### src/rtl/tetord_div.sv
// Pipelined restoring divider, one quotient bit per stage.
// Flags overflow when the quotient does not fit in QB bits. No dependencies.
`timescale 1ns / 1ps

module tetord_div #(
	parameter int NW = 59,
	parameter int DW = 33,
	parameter int QB = 26
) (
	input  logic          clk,
	input  logic          en,
	input  logic [NW-1:0] num,
	input  logic [DW-1:0] den,
	output logic [QB-1:0] quo,
	output logic          ovf
);

	localparam int HW = NW - QB;
	localparam int CW = (HW > DW) ? HW : DW;

	logic [DW-1:0] rem_s [QB];
	logic [DW-1:0] den_s [QB];
	logic [QB-1:0] lo_s  [QB];
	logic [QB-1:0] q_s   [QB];
	logic          ovf_s [QB];

	logic [HW-1:0] hi;
	logic          ovf0;

	// upper part must stay below the divisor for the quotient to fit
	assign hi   = num[NW-1:QB];
	assign ovf0 = CW'(hi) >= CW'(den);

	for (genvar j = 0; j < QB; j++) begin : g_stage
		logic [DW-1:0] rem_i;
		logic [DW-1:0] den_i;
		logic [QB-1:0] lo_i;
		logic [QB-1:0] q_i;
		logic          ovf_i;
		logic [DW:0]   tv;
		logic [DW:0]   diff;
		logic          ge;

		if (j == 0) begin : g_first
			assign rem_i = DW'(hi);
			assign den_i = den;
			assign lo_i  = num[QB-1:0];
			assign q_i   = '0;
			assign ovf_i = ovf0;
		end else begin : g_next
			assign rem_i = rem_s[j-1];
			assign den_i = den_s[j-1];
			assign lo_i  = lo_s[j-1];
			assign q_i   = q_s[j-1];
			assign ovf_i = ovf_s[j-1];
		end

		// trial subtract of the divisor
		assign tv   = {rem_i, lo_i[QB-1-j]};
		assign ge   = tv >= {1'b0, den_i};
		assign diff = tv - {1'b0, den_i};

		always_ff @(posedge clk) begin
			if (en) begin
				rem_s[j] <= ge ? diff[DW-1:0] : tv[DW-1:0];
				q_s[j]   <= {q_i[QB-2:0], ge};
				lo_s[j]  <= lo_i;
				den_s[j] <= den_i;
				ovf_s[j] <= ovf_i;
			end
		end
	end

	assign quo = q_s[QB-1];
	assign ovf = ovf_s[QB-1];

endmodule

### config.mk
export PLATFORM = sky130hd
export DESIGN_NAME = tetord_div
export DESIGN_NICKNAME = d
export VERILOG_FILES = /design/src/rtl/tetord_div.sv
export SDC_FILE = /design/constraint.sdc
export NUM_CORES = 2
export LEC_CHECK = 0
export ABC_AREA = 0
export ABC_CLOCK_PERIOD_IN_PS = 6800
export BUFFER_PORTS_ARGS = -buffer_cell sky130_fd_sc_hd__buf_2
export CORE_MARGIN = 2
export CORE_UTILIZATION = 60
export CTS_CLUSTER_SIZE = 30
export DETAILED_ROUTE_END_ITERATION = 12
export PLACE_DENSITY = 0.76
export REMOVE_ABC_BUFFERS = 1
export SYNTH_ARGS = -nofsm -noshare
export SYNTH_HDL_FRONTEND = slang
export SYNTH_SLANG_ARGS = --single-unit
### constraint.sdc
create_clock -name clk -period 6.8 [get_ports clk]
set_clock_uncertainty 0.05 [all_clocks]
set_input_delay 0.34 -clock clk [delete_from_list [all_inputs] [get_ports clk]]
set_output_delay 0.34 -clock clk [all_outputs]
set_load 0.01 [all_outputs]
== Yosys cells after proc, flatten, opt, wreduce, memory -nomap -nowiden ==
Memories as Yosys holds them, arrays and structs flattened.
Cells that the tools add are included.

* $add $sub $neg: 26
* $lt $le $gt $ge: 27
* Multiplexer cells: 28

{| class="wikitable"
|+ Operator list
! kind !! count
|-
| 34-bit by 33-bit greater-or-equal comparator with 1-bit output || 26
|-
| 33-bit 2-to-1 mux || 26
|-
| 33-bit subtractor || 26
|-
| 33-bit greater-or-equal comparator || 1
|-
| 1-bit 2-to-1 mux || 2
|}

* Memories: 5
* Bits in writable memories: 3094
* Flip-flop bits (word level): 0

{| class="wikitable"
|+ Memories
! memory !! words !! bits a word !! rd ports !! clocked after Yosys merged registers in !! wr ports !! RTL line !! RTL
|-
| den_s || 26 || 33 || 25 || 0 || 26 || 22 || <nowiki>logic [DW-1:0] den_s [QB];</nowiki>
|-
| rem_s || 26 || 33 || 25 || 0 || 26 || 21 || <nowiki>logic [DW-1:0] rem_s [QB];</nowiki>
|-
| lo_s || 26 || 26 || 25 || 0 || 26 || 23 || <nowiki>logic [QB-1:0] lo_s [QB];</nowiki>
|-
| q_s || 26 || 26 || 26 || 0 || 26 || 24 || <nowiki>logic [QB-1:0] q_s [QB];</nowiki>
|-
| ovf_s || 26 || 1 || 26 || 0 || 26 || 25 || <nowiki>logic ovf_s [QB];</nowiki>
|}

== Longest topological paths before layout ==
An unclocked memory read counts as a cell.

* Depth in word-level cells: 3
* Depth in mapped cells: 16

== Worst setup path before layout ==
No wires, ideal clock.

* Kind: flip-flop to flip-flop
* From: memory lo_s[4][20]
* To: memory rem_s[5][4], in the netlist rem_s[0][169] (data pin)
* Setup slack: 2.939 ns
* Path buffers: 1
* Arrival: 3.551 ns
* Required time: 6.490 ns
* Library setup time: 0.260 ns
* Stages on the path, launching flop included: 16
* Cells stage by stage: edfxtp_1 inv_1 ha_1 inv_1 fa_1 a211o_1 a211oi_2 nor2_1 nor4_2 o211ai_2 a221oi_4 o21a_1 a31oi_2 a41oi_4 buf_6 mux2_4

{| class="wikitable"
|+ RTL lines
! what !! RTL line
|-
| start: declaration || 23
|-
| end: declaration || 21
|}

==> impl_metrics.ini <==
[setup_path]
worst_ep_arrival_time_ps = 5910
critPathLaunchType = flip-flop
crit_slowest_cell = o31ai_1
cp_max_fo = 46
cp_cell_sequence = inv_1 > ha_1 > inv_1 > fa_1 > a21oi_1 > o2bb2ai_1 > o31ai_1 > o21ai_0 > a31oi_1 > o21ai_0 > a221o_1 > a21o_2 > buf_4 > mux2_2
slowest_delay_ps = 770
path_class = reg2reg
crit_path_end_kind = flip-flop
worst_path_dominant_cell_family = compound AO/OA/AOI/OAI gates
cp.required_ps = 7410
path_buf_inv = 3

[logic_synthesis]
ys.flop_type = edfxtp_1
synth.top_cell.area_share = 0.563
synth.distinct_cells = 95
synth-warning-count = 0
ys_top_cells_by_count = 2,352 x edfxtp_1, 1,117 x inv_1, 946 x a21oi_1
synthCells = 10654
synth_seq_cells = 2352
synth.cell_area_um2 = 125000
synth-async-reset-ratio = 0
yosysMostFrequentCell = edfxtp_1
ys_seq_area_frac = 0.563
synth_edf_count = 2352
syn_area_per_cell_um2 = 11.8
synth_top_cell_by_area = edfxtp_1
synth_area_leaders = edfxtp_1 56%, ha_1 8.9%, a21oi_1 3.8%

[clock_network]
clk_pin_slew_worst_paths_ps = 70
cts.sinks = 2352
clock_latency_ps = 910
post_cts_resized = 0
cts_max_level = 4
cts_buffers = 241
cts_tree = built
clockBufferDepth = 3
root_buffer = clkbuf_16

[sta]
rsz0062_at_grt = no
worstMarginPinSlew_ps = 1440
max-slew-margin-rel = 0.0325
drv_slew = 0
final_hold_viol_count = 0
finalSetupViolCount = 0
hold_slack_ps = 85.6
fmax_mhz = 189
timing.final.crit_share = 0.779
setup_tns_ps = 0
period_needed_ps = 5300

[detailed_routing]
drtAntennaViolNets = 0
firstDrtPassIters = 8
first_iter_violations = 5323
wl_per_cell_um = 20.4
vias_per_cell = 5.93
routed_wl_um = 286000
vias = 82852
drc_errors = 0

[floorplan]
dieArea_um2 = 213000
coreArea_um2 = 207000
ios = 121
fp-row-count = 167
die_w_um = 461
start_util = 0.605
fp.dieH_um = 461

[grt]
grt_pass1_wl_um = 444000
grt_overflow = 0
antenna_found_initial = 4
grt.total_usage = 0.267
grt_max_degree = 189
grt_pass1_vias = 86069

[final_layout]
fin_nets = 11961
area_growth_pct = 10.6
drive_gt1_frac = 0.0871

[run_status]
outcome = complete, no violations

[worst_hold_path]
hp-class = in2reg

[placed_design]
io_buffers = 120
dp_hpwl_um = 212000
gp_congestion = 0.988

[power_and_ir_drop]
p_leak_uw = 0.0564
powerDensity_nw_per_um2 = 477
ir_drop_mv = 0.349

[run]
drv_cap = 0
-- per-layer routing --
layer / track usage / up-vias / wire length (µm)
li1: - / 39910 / -
met1: 0.234 / 39948 / 91800
met2: 0.543 / 2073 / 163000
met3: 0.0317 / 919 / 8450
met4: 0.193 / 2 / 22500
met5: 0 / - / 20
-- area by class of cell --
class | instances | area [µm²]
Antenna cell | 17 | 42.5
Timing Repair Buffer | 292 | 2340
Clock buffer | 288 | 6210
Multi-Input combinational cell | 6947 | 49900
Inverter | 1117 | 4190
Clock inverter | 165 | 1950
Sequential cell | 2352 | 70600
Fill cell | 14662 | 68700
Tap cell | 2788 | 3490
-- registers in the layout, summed over array words and instances, names as in the netlist --
register	count
q_s	351
ovf_s	26
lo_s	325
rem_s	825
den_s	825
-- stage by stage --
step / worst slack [ps] / power [µW] / instance area [µm²] / utilization / instances
after detailed placement: 1720 / 52200 / 130000 / 0.625 / 13401
final: 1500 / 66200 / 139000 / 0.669 / 13966
after CTS: 1600 / 66000 / 139000 / 0.669 / 13948
after global routing: 1450 / 70200 / 139000 / 0.669 / 13963
after floorplan: 677 / 44500 / 125000 / - / 10416
after global placement: 1810 / 51300 / 130000 / 0.625 / 13401
-- worst register-to-register path, cell delays in order, from the launching register on --
cell and delay, ps:
edfxtp_1 400, inv_1 100, ha_1 200, inv_1 70, fa_1 410, a21oi_1 270, o2bb2ai_1 150, o31ai_1 770
o21ai_0 320, a31oi_1 340, o21ai_0 430, a221o_1 510, a21o_2 330, buf_4 290, mux2_2 420
-- placed cells by master, fill, tap and decap left out, drive strengths merged, types with 86 or more instances in the layout --
cell type,count
o21bai,112
clkbuf,288
a21oi,948
edfxtp,2352
xnor2,432
o21ai,580
dlygate4sd3,94
xor2,269
o21a,97
and3,86
nand2,608
clkinv,108
nand3,179
nor2,654
mux2,327
inv,1124
a21o,456
buf,198
nand2b,95
nor3,104
nand4,130
nor2b,99
ha,891
-- repair_timing --
item,in CTS,in global routing
hold endpoints to repair,199,0
hold buffers,94,0
setup buffers,0,0
-- cells by family after synthesis --
group	count (synthesis)	share of synthesized area
AOI/OAI and AO/OA	2792	0.140
DFF	2352	0.563
and+or+nand+nor	2182	0.0822
buffers and inverters	1355	0.0410
adders and majority gates	916	0.0928
xor gates and xnor gates	701	0.0489
muxes	356	0.0320
-- power breakdown --
group          leakage [µW]  switching, µW  total, µW  internal, µW
logic                0.0295          17000      29600         12600
registers            0.0230           1880      23000         21100
clock network       0.00394           5770      13600          7800
-- path summary, 6_finish.rpt --
path                    to          from  cells after the start  slack (ps)
max          rem_s[1][232]  lo_s[14][10]                     14        1500
min            lo_s[0][13]       num[13]                      2          90
max reg2reg  rem_s[1][232]  lo_s[14][10]                     14        1500
min reg2reg    lo_s[11][9]   lo_s[10][9]                      0         340
Note: power is estimated with default switching activity, not from simulation.
